==> src/hw/rtl/scalar_kalman_vector_obs_top_assert.svh <==
// Assertion macros for the scalar Kalman filter top level.
`ifndef SCALAR_KALMAN_VECTOR_OBS_TOP_ASSERT_SVH
`define SCALAR_KALMAN_VECTOR_OBS_TOP_ASSERT_SVH
`ifndef ASSERT_OFF
`define SKVO_ASSERT_IMP(lbl, ante, cons) \
  lbl: assert property (@(posedge clk) disable iff (!rst_n) (ante) |-> (cons)) \
    else $error("skvo assertion failed");
`define SKVO_ASSERT_NEXT(lbl, ante, cons) \
  lbl: assert property (@(posedge clk) disable iff (!rst_n) (ante) |=> (cons)) \
    else $error("skvo assertion failed");
`else
`define SKVO_ASSERT_IMP(lbl, ante, cons)
`define SKVO_ASSERT_NEXT(lbl, ante, cons)
`endif
`endif

==> src/hw/rtl/skvo_pkg.sv <==
// Shared types and constants of the scalar Kalman filter.
package skvo_pkg;

  localparam int unsigned NOBS_DEF = 4;
  localparam int unsigned MAX_OBS = 4;
  localparam int unsigned OBS_IW = 2;
  localparam int unsigned CFG_IW = 3;
  localparam int unsigned CNT_W = 3;

  localparam int unsigned MUL_AW = 50;
  localparam int unsigned MUL_BW = 17;
  localparam int unsigned MUL_PW = MUL_AW + MUL_BW;
  localparam int unsigned MUL_BWORD = 3 * MUL_BW;
  localparam int unsigned ACC_W = MUL_AW + MUL_BWORD;
  localparam logic [CNT_W-1:0] ND_SHORT = 3'd2;
  localparam logic [CNT_W-1:0] ND_LONG = 3'd3;

  localparam int unsigned DIV_NW = 48;
  localparam int unsigned DIV_DW = 50;
  localparam int unsigned DIV_CW = 6;

  localparam logic [31:0] ONE_Q16 = 32'h0001_0000;
  localparam logic [40:0] DX_CAP = {1'b1, 40'b0};

  typedef enum logic [CFG_IW-1:0] {
    REG_PROCESS_STD   = 3'd0,
    REG_INIT_ESTIMATE = 3'd1,
    REG_INIT_VARIANCE = 3'd2,
    REG_WEIGHT_0      = 3'd3,
    REG_WEIGHT_1      = 3'd4,
    REG_WEIGHT_2      = 3'd5,
    REG_WEIGHT_3      = 3'd6
  } reg_idx_t;

  typedef enum logic [1:0] {
    ST_IDLE,
    ST_DMUL,
    ST_DIV,
    ST_XMUL
  } state_t;

  typedef struct packed {
    logic signed [31:0] obs_0;
    logic signed [31:0] obs_1;
    logic signed [31:0] obs_2;
    logic signed [31:0] obs_3;
  } in_data_t;

  typedef struct packed {
    logic signed [31:0] estimate;
    logic [31:0]        variance;
  } out_data_t;

  typedef struct packed {
    logic issue;
    logic first;
  } mac_ctl_t;

endpackage

==> src/hw/rtl/skvo_mac.sv <==
// Shared digit-serial multiply-accumulate unit, one 17-bit digit per cycle.
module skvo_mac (
  input  logic                             clk,
  input  logic                             rst_n,
  input  skvo_pkg::mac_ctl_t               ctl,
  input  logic [skvo_pkg::MUL_AW-1:0]      a,
  input  logic [skvo_pkg::MUL_BW-1:0]      b,
  output logic [skvo_pkg::ACC_W-1:0]       acc
);

  logic [skvo_pkg::MUL_PW-1:0] prod_r;
  logic                        vld_r;
  logic                        first_r;
  logic [skvo_pkg::ACC_W-1:0]  acc_r;
  logic [skvo_pkg::ACC_W-1:0]  acc_nxt;

  always_ff @(posedge clk) begin
    if (!rst_n) begin
      vld_r   <= 1'b0;
      first_r <= 1'b0;
    end else begin
      vld_r   <= ctl.issue;
      first_r <= ctl.first;
    end
  end

  always_ff @(posedge clk) begin
    if (ctl.issue) begin
      prod_r <= a * b;
    end
    if (vld_r) begin
      acc_r <= acc_nxt;
    end
  end

  always_comb begin
    if (first_r) begin
      acc_nxt = skvo_pkg::ACC_W'(prod_r);
    end else begin
      acc_nxt = {acc_r[skvo_pkg::ACC_W-skvo_pkg::MUL_BW-1:0], skvo_pkg::MUL_BW'(0)}
                + skvo_pkg::ACC_W'(prod_r);
    end
  end

  assign acc = acc_r;

endmodule

==> src/hw/rtl/skvo_div.sv <==
// Radix-2 restoring divider, one quotient bit per cycle.
module skvo_div (
  input  logic                          clk,
  input  logic                          rst_n,
  input  logic                          start,
  input  logic [skvo_pkg::DIV_NW-1:0]   dividend,
  input  logic [skvo_pkg::DIV_DW-1:0]   divisor,
  output logic                          done,
  output logic [skvo_pkg::DIV_NW-1:0]   quot
);

  logic                          busy_r;
  logic                          done_r;
  logic [skvo_pkg::DIV_CW-1:0]   cnt_r;
  logic [skvo_pkg::DIV_DW-1:0]   rem_r;
  logic [skvo_pkg::DIV_NW-1:0]   quo_r;
  logic [skvo_pkg::DIV_DW-1:0]   den_r;
  logic [skvo_pkg::DIV_DW:0]     trial;
  logic [skvo_pkg::DIV_DW:0]     diff;
  logic                          ge;

  assign trial = {rem_r, quo_r[skvo_pkg::DIV_NW-1]};
  assign diff  = trial - {1'b0, den_r};
  assign ge    = trial >= {1'b0, den_r};

  always_ff @(posedge clk) begin
    if (!rst_n) begin
      busy_r <= 1'b0;
      done_r <= 1'b0;
      cnt_r  <= '0;
    end else begin
      done_r <= 1'b0;
      if (start) begin
        busy_r <= 1'b1;
        cnt_r  <= '0;
      end else if (busy_r) begin
        cnt_r <= cnt_r + 1'b1;
        if (cnt_r == skvo_pkg::DIV_CW'(skvo_pkg::DIV_NW - 1)) begin
          busy_r <= 1'b0;
          done_r <= 1'b1;
        end
      end
    end
  end

  always_ff @(posedge clk) begin
    if (start) begin
      rem_r <= '0;
      quo_r <= dividend;
      den_r <= divisor;
    end else if (busy_r) begin
      rem_r <= ge ? diff[skvo_pkg::DIV_DW-1:0] : trial[skvo_pkg::DIV_DW-1:0];
      quo_r <= {quo_r[skvo_pkg::DIV_NW-2:0], ge};
    end
  end

  assign done = done_r;
  assign quot = quo_r;

endmodule

==> src/hw/rtl/scalar_kalman_vector_obs_top.sv <==
// Top level of the scalar random-walk Kalman filter with a vector observation.
//
//   channel  direction  handshake               payload
//   in       input      in_valid / in_ready     in_data  (obs_0 .. obs_3)
//   out      output     out_valid / out_ready   out_data (estimate, variance)
//   cfg      input      cfg_we                  cfg_index, cfg_wdata
//
// From acceptance to result, a beat passes through p*W on the shared multiplier, 48 steps
// of the radix-2 divider for p/d (the innovation terms and the process variance are
// formed on the multiplier meanwhile), and the estimate correction. Reset is synchronous
// and needs no clearing pass. A result waits in the output register while the next beat
// is accepted; the block holds its last step only when the output
// register is still full.
`include "scalar_kalman_vector_obs_top_assert.svh"

module scalar_kalman_vector_obs_top #(
  parameter int unsigned NOBS = skvo_pkg::NOBS_DEF
) (
  input  logic                          clk,
  input  logic                          rst_n,
  input  logic                          in_valid,
  output logic                          in_ready,
  input  skvo_pkg::in_data_t            in_data,
  output logic                          out_valid,
  input  logic                          out_ready,
  output skvo_pkg::out_data_t           out_data,
  input  logic                          cfg_we,
  input  logic [skvo_pkg::CFG_IW-1:0]   cfg_index,
  input  logic [31:0]                   cfg_wdata
);

  skvo_pkg::state_t              state_r;
  skvo_pkg::state_t              state_nxt;
  logic [skvo_pkg::CNT_W-1:0]    cnt_r;
  logic [skvo_pkg::OBS_IW-1:0]   job_r;
  logic                          sq_ph_r;
  logic                          work_done_r;
  logic                          div_done_r;

  logic signed [31:0]            obs_r [skvo_pkg::MAX_OBS];
  logic signed [31:0]            w_r [skvo_pkg::MAX_OBS];
  logic signed [31:0]            x_r;
  logic [31:0]                   p_r;
  logic [31:0]                   std_r;
  logic signed [51:0]            s_r;
  logic [47:0]                   s2_r;
  logic [47:0]                   q_r;
  skvo_pkg::out_data_t           out_r;
  logic                          out_valid_r;

  skvo_pkg::mac_ctl_t            mac_ctl;
  logic [skvo_pkg::MUL_AW-1:0]   mac_a;
  logic [skvo_pkg::MUL_BW-1:0]   mac_b;
  logic [skvo_pkg::MUL_BWORD-1:0] b_word;
  logic [skvo_pkg::CNT_W-1:0]    ndig;
  logic [1:0]                    dsel;
  logic [skvo_pkg::ACC_W-1:0]    acc;
  logic                          last;
  logic                          accept;
  logic                          finish;

  logic                          div_start;
  logic                          div_done;
  logic [skvo_pkg::DIV_NW-1:0]   div_quot;
  logic [skvo_pkg::DIV_DW-1:0]   divisor;

  logic signed [34:0]            wsum;
  logic [34:0]                   wsum_abs;
  logic signed [32:0]            err;
  logic [32:0]                   err_abs;
  logic signed [31:0]            w_sel;
  logic [32:0]                   w_abs;
  logic [49:0]                   s_abs;
  logic [49:0]                   dmag;
  logic signed [51:0]            dterm;
  logic signed [51:0]            dval;
  logic [47:0]                   tmag;
  logic signed [51:0]            sterm;
  logic [84:0]                   xt;
  logic [40:0]                   xcap;
  logic signed [42:0]            dx;
  logic signed [42:0]            xsum;
  logic signed [31:0]            x_new;
  logic [31:0]                   pv;
  logic [48:0]                   psum;
  logic [31:0]                   p_new;

  assign accept = in_valid && in_ready;
  assign last   = cnt_r == ndig + 3'd1;
  assign finish = (state_r == skvo_pkg::ST_XMUL) && last && (!out_valid_r || out_ready);

  always_comb begin
    wsum = '0;
    for (int i = 0; i < skvo_pkg::MAX_OBS; i++) begin
      if (i < NOBS) begin
        wsum = wsum + 35'(w_r[i]);
      end
    end
  end

  assign wsum_abs = wsum[34] ? 35'(-wsum) : 35'(wsum);
  assign err      = 33'(obs_r[job_r]) - 33'(x_r);
  assign err_abs  = err[32] ? 33'(-err) : 33'(err);
  assign w_sel    = w_r[job_r];
  assign w_abs    = w_sel[31] ? 33'(-33'(w_sel)) : 33'(w_sel);
  assign s_abs    = s_r[51] ? 50'(-s_r) : s_r[49:0];

  assign dmag     = acc[65:16];
  assign dterm    = wsum[34] ? -$signed({2'b0, dmag}) : $signed({2'b0, dmag});
  assign dval     = $signed({20'b0, skvo_pkg::ONE_Q16}) + dterm;
  assign divisor  = (dval <= 52'sd0) ? 50'd1 : dval[49:0];

  assign tmag     = acc[63:16];
  assign sterm    = (w_sel[31] ^ err[32]) ? -$signed({4'b0, tmag}) : $signed({4'b0, tmag});

  assign xt       = acc[100:16];
  assign xcap     = (xt > 85'(skvo_pkg::DX_CAP)) ? skvo_pkg::DX_CAP : xt[40:0];
  assign dx       = s_r[51] ? -$signed({2'b0, xcap}) : $signed({2'b0, xcap});
  assign xsum     = 43'(x_r) + dx;

  always_comb begin
    if (xsum > 43'sd2147483647) begin
      x_new = 32'sh7FFF_FFFF;
    end else if (xsum < -43'sd2147483648) begin
      x_new = 32'sh8000_0000;
    end else begin
      x_new = xsum[31:0];
    end
  end

  assign pv    = (|q_r[47:32]) ? 32'hFFFF_FFFF : q_r[31:0];
  assign psum  = 49'(pv) + 49'(s2_r);
  assign p_new = (|psum[48:32]) ? 32'hFFFF_FFFF : psum[31:0];

  always_comb begin
    state_nxt = state_r;
    case (state_r)
      skvo_pkg::ST_IDLE: begin
        if (in_valid) begin
          state_nxt = skvo_pkg::ST_DMUL;
        end
      end
      skvo_pkg::ST_DMUL: begin
        if (last) begin
          state_nxt = skvo_pkg::ST_DIV;
        end
      end
      skvo_pkg::ST_DIV: begin
        if (div_done_r && work_done_r) begin
          state_nxt = skvo_pkg::ST_XMUL;
        end
      end
      skvo_pkg::ST_XMUL: begin
        if (finish) begin
          state_nxt = skvo_pkg::ST_IDLE;
        end
      end
      default: state_nxt = skvo_pkg::ST_IDLE;
    endcase
  end

  always_comb begin
    mac_a     = '0;
    b_word    = '0;
    ndig      = skvo_pkg::ND_SHORT;
    mac_ctl   = '0;
    div_start = 1'b0;
    case (state_r)
      skvo_pkg::ST_DMUL: begin
        mac_a         = skvo_pkg::MUL_AW'(wsum_abs);
        b_word        = skvo_pkg::MUL_BWORD'(p_r);
        mac_ctl.issue = cnt_r < ndig;
        div_start     = last;
      end
      skvo_pkg::ST_DIV: begin
        if (sq_ph_r) begin
          mac_a  = skvo_pkg::MUL_AW'(std_r);
          b_word = skvo_pkg::MUL_BWORD'(std_r);
        end else begin
          mac_a  = skvo_pkg::MUL_AW'(err_abs);
          b_word = skvo_pkg::MUL_BWORD'(w_abs);
        end
        mac_ctl.issue = !work_done_r && (cnt_r < ndig);
      end
      skvo_pkg::ST_XMUL: begin
        ndig          = skvo_pkg::ND_LONG;
        mac_a         = s_abs;
        b_word        = skvo_pkg::MUL_BWORD'(q_r);
        mac_ctl.issue = cnt_r < ndig;
      end
      default: begin
        mac_a = '0;
      end
    endcase
    mac_ctl.first = cnt_r == '0;
  end

  assign dsel = 2'(ndig - 3'd1 - cnt_r);

  always_comb begin
    case (dsel)
      2'd0:    mac_b = b_word[16:0];
      2'd1:    mac_b = b_word[33:17];
      2'd2:    mac_b = b_word[50:34];
      default: mac_b = '0;
    endcase
  end

  skvo_mac u_mac (
    .clk   (clk),
    .rst_n (rst_n),
    .ctl   (mac_ctl),
    .a     (mac_a),
    .b     (mac_b),
    .acc   (acc)
  );

  skvo_div u_div (
    .clk      (clk),
    .rst_n    (rst_n),
    .start    (div_start),
    .dividend ({p_r, 16'b0}),
    .divisor  (divisor),
    .done     (div_done),
    .quot     (div_quot)
  );

  always_ff @(posedge clk) begin
    if (!rst_n) begin
      state_r     <= skvo_pkg::ST_IDLE;
      cnt_r       <= '0;
      job_r       <= '0;
      sq_ph_r     <= 1'b0;
      work_done_r <= 1'b0;
      div_done_r  <= 1'b0;
      out_valid_r <= 1'b0;
    end else begin
      state_r <= state_nxt;
      case (state_r)
        skvo_pkg::ST_IDLE: begin
          cnt_r <= '0;
          if (accept) begin
            job_r       <= '0;
            sq_ph_r     <= 1'b0;
            work_done_r <= 1'b0;
            div_done_r  <= 1'b0;
          end
        end
        skvo_pkg::ST_DMUL: begin
          cnt_r <= last ? '0 : cnt_r + 1'b1;
        end
        skvo_pkg::ST_DIV: begin
          if (!work_done_r) begin
            cnt_r <= last ? '0 : cnt_r + 1'b1;
            if (last) begin
              if (sq_ph_r) begin
                work_done_r <= 1'b1;
              end else if (job_r == skvo_pkg::OBS_IW'(NOBS - 1)) begin
                sq_ph_r <= 1'b1;
              end else begin
                job_r <= job_r + 1'b1;
              end
            end
          end
          if (div_done) begin
            div_done_r <= 1'b1;
          end
        end
        skvo_pkg::ST_XMUL: begin
          if (!last) begin
            cnt_r <= cnt_r + 1'b1;
          end
        end
        default: cnt_r <= '0;
      endcase
      if (finish) begin
        out_valid_r <= 1'b1;
      end else if (out_ready) begin
        out_valid_r <= 1'b0;
      end
    end
  end

  always_ff @(posedge clk) begin
    if (accept) begin
      obs_r[0] <= in_data.obs_0;
      obs_r[1] <= in_data.obs_1;
      obs_r[2] <= in_data.obs_2;
      obs_r[3] <= in_data.obs_3;
      s_r      <= '0;
    end else if (state_r == skvo_pkg::ST_DIV && !work_done_r && last && !sq_ph_r) begin
      s_r <= s_r + sterm;
    end
    if (state_r == skvo_pkg::ST_DIV && !work_done_r && last && sq_ph_r) begin
      s2_r <= acc[63:16];
    end
    if (div_done) begin
      q_r <= div_quot;
    end
    if (finish) begin
      out_r.estimate <= x_new;
      out_r.variance <= pv;
    end
  end

  always_ff @(posedge clk) begin
    if (!rst_n) begin
      std_r <= '0;
      x_r   <= '0;
      p_r   <= skvo_pkg::ONE_Q16;
      for (int i = 0; i < skvo_pkg::MAX_OBS; i++) begin
        w_r[i] <= skvo_pkg::ONE_Q16;
      end
    end else if (finish) begin
      x_r <= x_new;
      p_r <= p_new;
    end else if (cfg_we) begin
      case (cfg_index)
        skvo_pkg::REG_PROCESS_STD:   std_r  <= cfg_wdata;
        skvo_pkg::REG_INIT_ESTIMATE: x_r    <= cfg_wdata;
        skvo_pkg::REG_INIT_VARIANCE: p_r    <= cfg_wdata;
        skvo_pkg::REG_WEIGHT_0:      w_r[0] <= cfg_wdata;
        skvo_pkg::REG_WEIGHT_1:      w_r[1] <= cfg_wdata;
        skvo_pkg::REG_WEIGHT_2:      w_r[2] <= cfg_wdata;
        skvo_pkg::REG_WEIGHT_3:      w_r[3] <= cfg_wdata;
        default: ;
      endcase
    end
  end

  assign in_ready  = state_r == skvo_pkg::ST_IDLE;
  assign out_valid = out_valid_r;
  assign out_data  = out_r;

  `SKVO_ASSERT_NEXT(a_accept_starts, in_valid && in_ready, state_r == skvo_pkg::ST_DMUL)
  `SKVO_ASSERT_IMP(a_div_done_in_div, div_done, state_r == skvo_pkg::ST_DIV)
  `SKVO_ASSERT_IMP(a_xmul_after_div, state_r == skvo_pkg::ST_XMUL, div_done_r && work_done_r)

endmodule
==> config.mk <==
export PLATFORM = sky130hd
export DESIGN_NAME = scalar_kalman_vector_obs_top
export DESIGN_NICKNAME = d
export VERILOG_FILES = /design/src/hw/rtl/skvo_pkg.sv /design/src/hw/rtl/skvo_mac.sv /design/src/hw/rtl/skvo_div.sv /design/src/hw/rtl/scalar_kalman_vector_obs_top.sv
export VERILOG_INCLUDE_DIRS = /design/src /design/src/hw/rtl
export SDC_FILE = /design/constraint.sdc
export NUM_CORES = 2
export LEC_CHECK = 0
export BUFFER_PORTS_ARGS = -buffer_cell sky130_fd_sc_hd__buf_2
export CAP_MARGIN = 20
export CORE_MARGIN = 1.5
export CORE_UTILIZATION = 65
export CTS_CLUSTER_SIZE = 16
export DETAILED_ROUTE_END_ITERATION = 12
export PLACE_DENSITY = 0.87
export SYNTH_ARGS = -nofsm -noshare
export SYNTH_HDL_FRONTEND = slang
export SYNTH_SLANG_ARGS = --single-unit
==> constraint.sdc <==
create_clock -name clk -period 15.12 [get_ports clk]
set_clock_uncertainty 0.05 [all_clocks]
set_input_delay 2.268 -clock clk [delete_from_list [all_inputs] [get_ports clk]]
set_output_delay 2.268 -clock clk [all_outputs]
set_load 0.01 [all_outputs]
# Yosys cells after proc, flatten, opt, wreduce, memory -nomap -nowiden
# Memories as Yosys holds them, arrays and structs flattened. A register that Yosys moved wholly into a read port is not among the register bits.
# Cells that the tools add are included.
# word_totals
ff_bits	645
latchBits	0
ram_bits	256
romBits	0
inputBits	168
word_cells	223
n_memories	2
# mem_list
memory	words	width	read_ports	rd_clocked_by_memory_dff	write_ports	line	source
obs_r	4	32	1	1	4	scalar_kalman_vector_obs_top.sv:40	logic signed [31:0] obs_r [skvo_pkg::MAX_OBS];
w_r	4	32	5	1	4	scalar_kalman_vector_obs_top.sv:41	logic signed [31:0] w_r [skvo_pkg::MAX_OBS];
# op_classes
addsub	23
multipliers	1
div	0
magnitude_cmp	7
eq_ne	25
shifts	0
n_mux	94
bitwise	8
reduce_logical	36
# ops
operator	n
$mux W32	14
$pmux W50 S3	1
$pmux W48 S3	1
$mux W33	4
$mux W52	2
$add A101 B67 Y101	1
$mux W50	2
$mux W48	2
$gt A85 B41 Y1 const B	1
$mul A50 B17 Y67	1
$mux W67	1
$add A18 B52 Y52 const A	1
$add A52 B52 Y52	1
$le A52 B1 Y1 const B	1
$neg A48 Y52	1
$neg A50 Y52	1
$ge A51 B50 Y1	1
$pmux W17 S3	1
$neg A50 Y50	1
$sub A50 B50 Y50	1
$add A32 B48 Y49	1
$add A32 B43 Y43	1
$gt A43 B32 Y1 const B	1
$lt A43 B32 Y1 const B	1
other kinds (51)	151

# Depth between registers and ports, before layout
# depth
ltp_word	10
ltp_mapped	50
ltp_nobuf	46

# Hierarchy
# From an unflattened synthesis, not the netlist that was laid out.
# hier_totals
cells_unflattened	9648
area_unflattened_um2	89049.2
# modules_own_cells
mod	n_inst	cells_per_inst	area_each_um2	seq_area_each_um2
scalar_kalman_vector_obs_top	1	4758	44157.4	15715.1
skvo_mac	1	3987	35775.6	5084.9
skvo_div	1	903	9116.2	4103.9

# Least setup slack after synthesis
# No wires, ideal clock.
# synth_timing
path_kind	reg-to-reg
from	register with a tool-made name
to	register u_mac.prod_r[66] (netlist bit) (data pin)
setup_time_ns	0.264
t_arrival_ns	12.645
setup_slack_ns	2.162
stages_incl_launch_ff	46
path_buffers	6
synth_period_minus_slack_ns	12.958
cell_sequence	dfxtp_1 clkbuf_1 clkbuf_1 clkbuf_1 buf_1 mux4_2 ha_1 nor2b_1 o31a_1 o21a_1 o221ai_1 a211o_1 a21oi_1 o2111ai_1 a21oi_1 a21oi_1 clkbuf_1 a21o_1 [... 10 more ...] inv_1 fa_1 fa_1 ha_1 o21a_1 o21ai_0 a21oi_1 a311oi_1 o21a_1 o31ai_1 a211oi_1 or2_2 a211oi_1 a211oi_1 nor3_1 o21ai_0 o31ai_1 xnor2_1
# synth_lines
element	line	source
to (signal assigned)	skvo_mac.sv:29	prod_r <= a * b;
to (decl)	skvo_mac.sv:11	logic [skvo_pkg::MUL_PW-1:0] prod_r;

==> out/results.ini <==
[status]
status=complete, no violations

[synthesis]
synth_top_family_by_area=adder cells
synth_ff_type=edfxtp_1
netlist_area_um2=88180
avgSynthCellArea_um2=9.076
ys_seq_elements=903
synth.yosys.seq_area_share_pct=28.06
synth_compound_area_share_pct=13.72
synth_fa_ha_area_share_pct=24.34
synth_edf_count=666
yosys.area_share.xor_xnor_pct=6.148
syn_inst=9715
ys_warn_count=0
syn_nets=11124
synth.area.mux_share_pct=2.875
ys_types=100
synth_simple_gate_area_share_pct=17.60
async_flop_share_pct=0

[pwr]
p_comb_share_pct=53.3
p_int_uw=6606
p_sw_uw=5823
p_leak_uw=0.03965
power_switching_share_pct=46.85
p_seq_share_pct=26.3
peakVddDrop_uv=120.9
p_clk_share_pct=20.3
p_per_area_nw_per_um2=131.0

[floorplanning]
core_region_area_um2=134000
start_util_pct=65.82
num_rows=134
die_x_um=371.3
dieArea_um2=137900
io_pins=234
die_h_um=371.3

[worst_setup_path]
startpoint_type=flip-flop
critPathMostFrequentCell=fa_1
startpoint=w_r[1][1]
r2r-end=u_mac.prod_r[65]
crit_arrival_ps=14490
critical_path_peak_fanout=17
rr_startpoint=w_r[1][1]
endpoint_kind=flip-flop
crit_type=reg2reg
rrSetupSlack_ps=1040
cp.required_ps=15530
reg2reg_depth=45
max_stage_delay_ps=690
cp_slowest_cell=nor4_1

[clock_network]
cts_tree=done
cts.repair.resized=0
clk_path_buf_depth=3
h-tree-depth=3
cts_made_buffers=96
cts_root_buf=clkbuf_16
post_cts_buffers=0
clk_latency_ps=760
path_clk_slew_ps=60
cts_hold_buffers=0
cts_sinks=903

[place]
hpwlAfterDp_um=231600
port_buffers=233
globalplace.congestion=1.095
preCtsSetupSlack_ps=1444

[sta]
max_freq_mhz=71.05
rsz0062_at_grt=false
min_period_ps=14080
fin_crit_sh_pct=93.09
setup_ws_ps=1045
slew_violations=0
hold_viol=0
relSlewSlack_pct=8.286
setup_viol=0
tightest_slew_ps=1361
finalSetupTns_ps=0

[drt]
drc_errors=0
num_vias=76782
wl_met3_um=40930
viasPerCell=6.615
wl_met2_um=135000
first_iter_violations=10390
maxUsedRoutingLayer=met5
wl_um=305900
wl_per_cell_um=26.36
drtPass1Iterations=9
m1WireLength_um=107500
ant_nets=0

[worst_hold_path]
min_to=u_mac.acc[2]
hold_start=u_mac.prod_r[2]
min_path_type=reg2reg
hold_depth=0

[layout]
layout.nets=11154
finalCoreUtilization_pct=70.85
drive_gt1_share_pct=8.327
area_delta_synth_final_pct=7.631
seq_area_um2=24760
multiInputGateArea_um2=57410
fillCellCount=9834

[grt]
grt_pass1_wl_um=460000
grt_pass1_vias=76944
antenna_found_initial=25
gr-total-overflow=0
grt_max_degree=111
track_usage_pct=44.35

[job]
cap_violations=0

## cells in the mapped netlist (37+ instances only)
cell type / number / area, um^2
xnor2_1: 344 / 3013
o31ai_1: 65 / 488.0
a21oi_1: 554 / 2773
fa_1: 790 / 15820
nand3_1: 185 / 925.9
and3_1: 65 / 406.6
o21a_1: 61 / 457.9
a211oi_1: 79 / 593.1
mux2i_1: 89 / 890.9
or2_2: 59 / 369.1
ha_1: 451 / 5643
o211ai_1: 37 / 277.8
a31oi_1: 62 / 387.9
edfxtp_1: 666 / 20000
a21o_1: 185 / 1389
or3_1: 94 / 588.1
xor2_1: 275 / 2409
nand2_1: 1258 / 4722
nor2b_1: 141 / 882.1
nor4_1: 60 / 375.4
and2_1: 333 / 2083
nand4_1: 66 / 412.9
o21bai_1: 48 / 360.4
or4_1: 41 / 307.8
o21ai_0: 375 / 1877
mux4_2: 63 / 1419
nor2_1: 556 / 2087
a221oi_1: 72 / 630.6
inv_1: 1198 / 4497
nand2b_1: 87 / 544.3
dfxtp_1: 237 / 4745
clkbuf_1: 449 / 1685
nor3_1: 151 / 755.7
## worst max-delay path: cells and delay by family (launching register included)
family	cells	cell delay, ps
adders and majority gates	11	5050
DFF	1	390
xor gates and xnor gates	1	80
buffers and inverters	6	360
AOI/OAI and AO/OA	18	4890
and+or+nand+nor	9	2910
## sequential cells by signal (all words and copies together) (netlist names), 2 cells and up, named ones only
name and cells:
u_mac.prod_r 67, state_r 2, p_r 32, w_r 128
std_r 32, u_div.rem_r 50, u_mac.acc 101, x_r 32
s_r 52, u_div.cnt_r 6, u_div.quot 48, s2_r 48
obs_r 128, cnt_r 3, q_r 48, u_div.den_r 50
job_r 2, out_data 64
## worst max-delay path by stage
stage,endpoint,slack (ps),cells past startpoint
floorplan,u_mac.prod_r[66],2160,45
global route,u_mac.prod_r[65],320,45
finish,u_mac.prod_r[65],1040,45
CTS,u_mac.prod_r[65],1360,45
detailed placement,u_mac.prod_r[65],1440,45
global placement,u_mac.prod_r[65],1640,45
## power groups by stage
| stage | clock (uW) | combinational, uW | sequential [uW] |
|---|---|---|---|
| 3_5_place_dp | 0 | 6280 | 3310 |
| 5_1_grt | 2610 | 7000 | 3290 |
| 6_report | 2530 | 6630 | 3270 |
| 2_1_floorplan | 0 | 4150 | 3260 |
| 3_3_place_gp | 0 | 6150 | 3290 |
| 4_1_cts | 2530 | 6330 | 3260 |
## metal layers
layer  vias to the layer above  global-route usage (%)
li1                      32993                       -
met1                     37017                   54.71
met2                      5370                   68.27
met3                      1386                   13.60
met4                        16                   27.35
met5                         -                       0
## kinds of logic (layout without fill, tap and decap cells)
family                     after synthesis  in the layout
muxes                                  172            172
AOI/OAI and AO/OA                     1867           1867
DFF                                    903            903
buffers and inverters                 1697           1806
and+or+nand+nor                       3216           3216
adders and majority gates             1241           1241
other                                    0             15
xor gates and xnor gates               619            619
## through the flow
| step | cells | hold WS [ps] | total power [uW] | cell area, um^2 |
|---|---|---|---|---|
| 2_1_floorplan | 9715 | 350.3 | 7409 | 88180 |
| 3_3_place_gp | 11407 | 353.9 | 9434 | 91490 |
| 3_5_place_dp | 11409 | 355.6 | 9592 | 91500 |
| 4_1_cts | 11586 | 366.5 | 12120 | 94810 |
| 5_1_grt | 11595 | 378.1 | 12900 | 94870 |
| 6_report | 11607 | 367.0 | 12430 | 94900 |
## cell type report
type                       count  share of cell area (%)
multi-input combinational   7115                   60.50
sequential                   903                   26.09
inverter                    1202                   4.765
timing repair buffer         427                   2.790
clock buffer                 126                   2.745
tap                         1768                   2.331
clock inverter                51                  0.7422
antenna                       15                 0.03955
## cells in the final DEF (no fill, tap or decap), drive strengths merged, types with 61 or more instances in the layout
| cell | instances |
|---|---|
| a211oi | 80 |
| a21o | 185 |
| a21oi | 555 |
| a221oi | 73 |
| a31oi | 62 |
| and2 | 335 |
| and3 | 65 |
| buf | 425 |
| clkbuf | 128 |
| dfxtp | 237 |
| edfxtp | 666 |
| fa | 790 |
| ha | 451 |
| inv | 1202 |
| mux2i | 89 |
| mux4 | 63 |
| nand2 | 1258 |
| nand2b | 87 |
| nand3 | 186 |
| nand4 | 66 |
| nor2 | 557 |
| nor2b | 141 |
| nor3 | 154 |
| nor4 | 66 |
| o21a | 61 |
| o21ai | 396 |
| o31ai | 65 |
| or3 | 95 |
| xnor2 | 344 |
| xor2 | 275 |
Note: power is estimated with default switching activity, not from simulation.
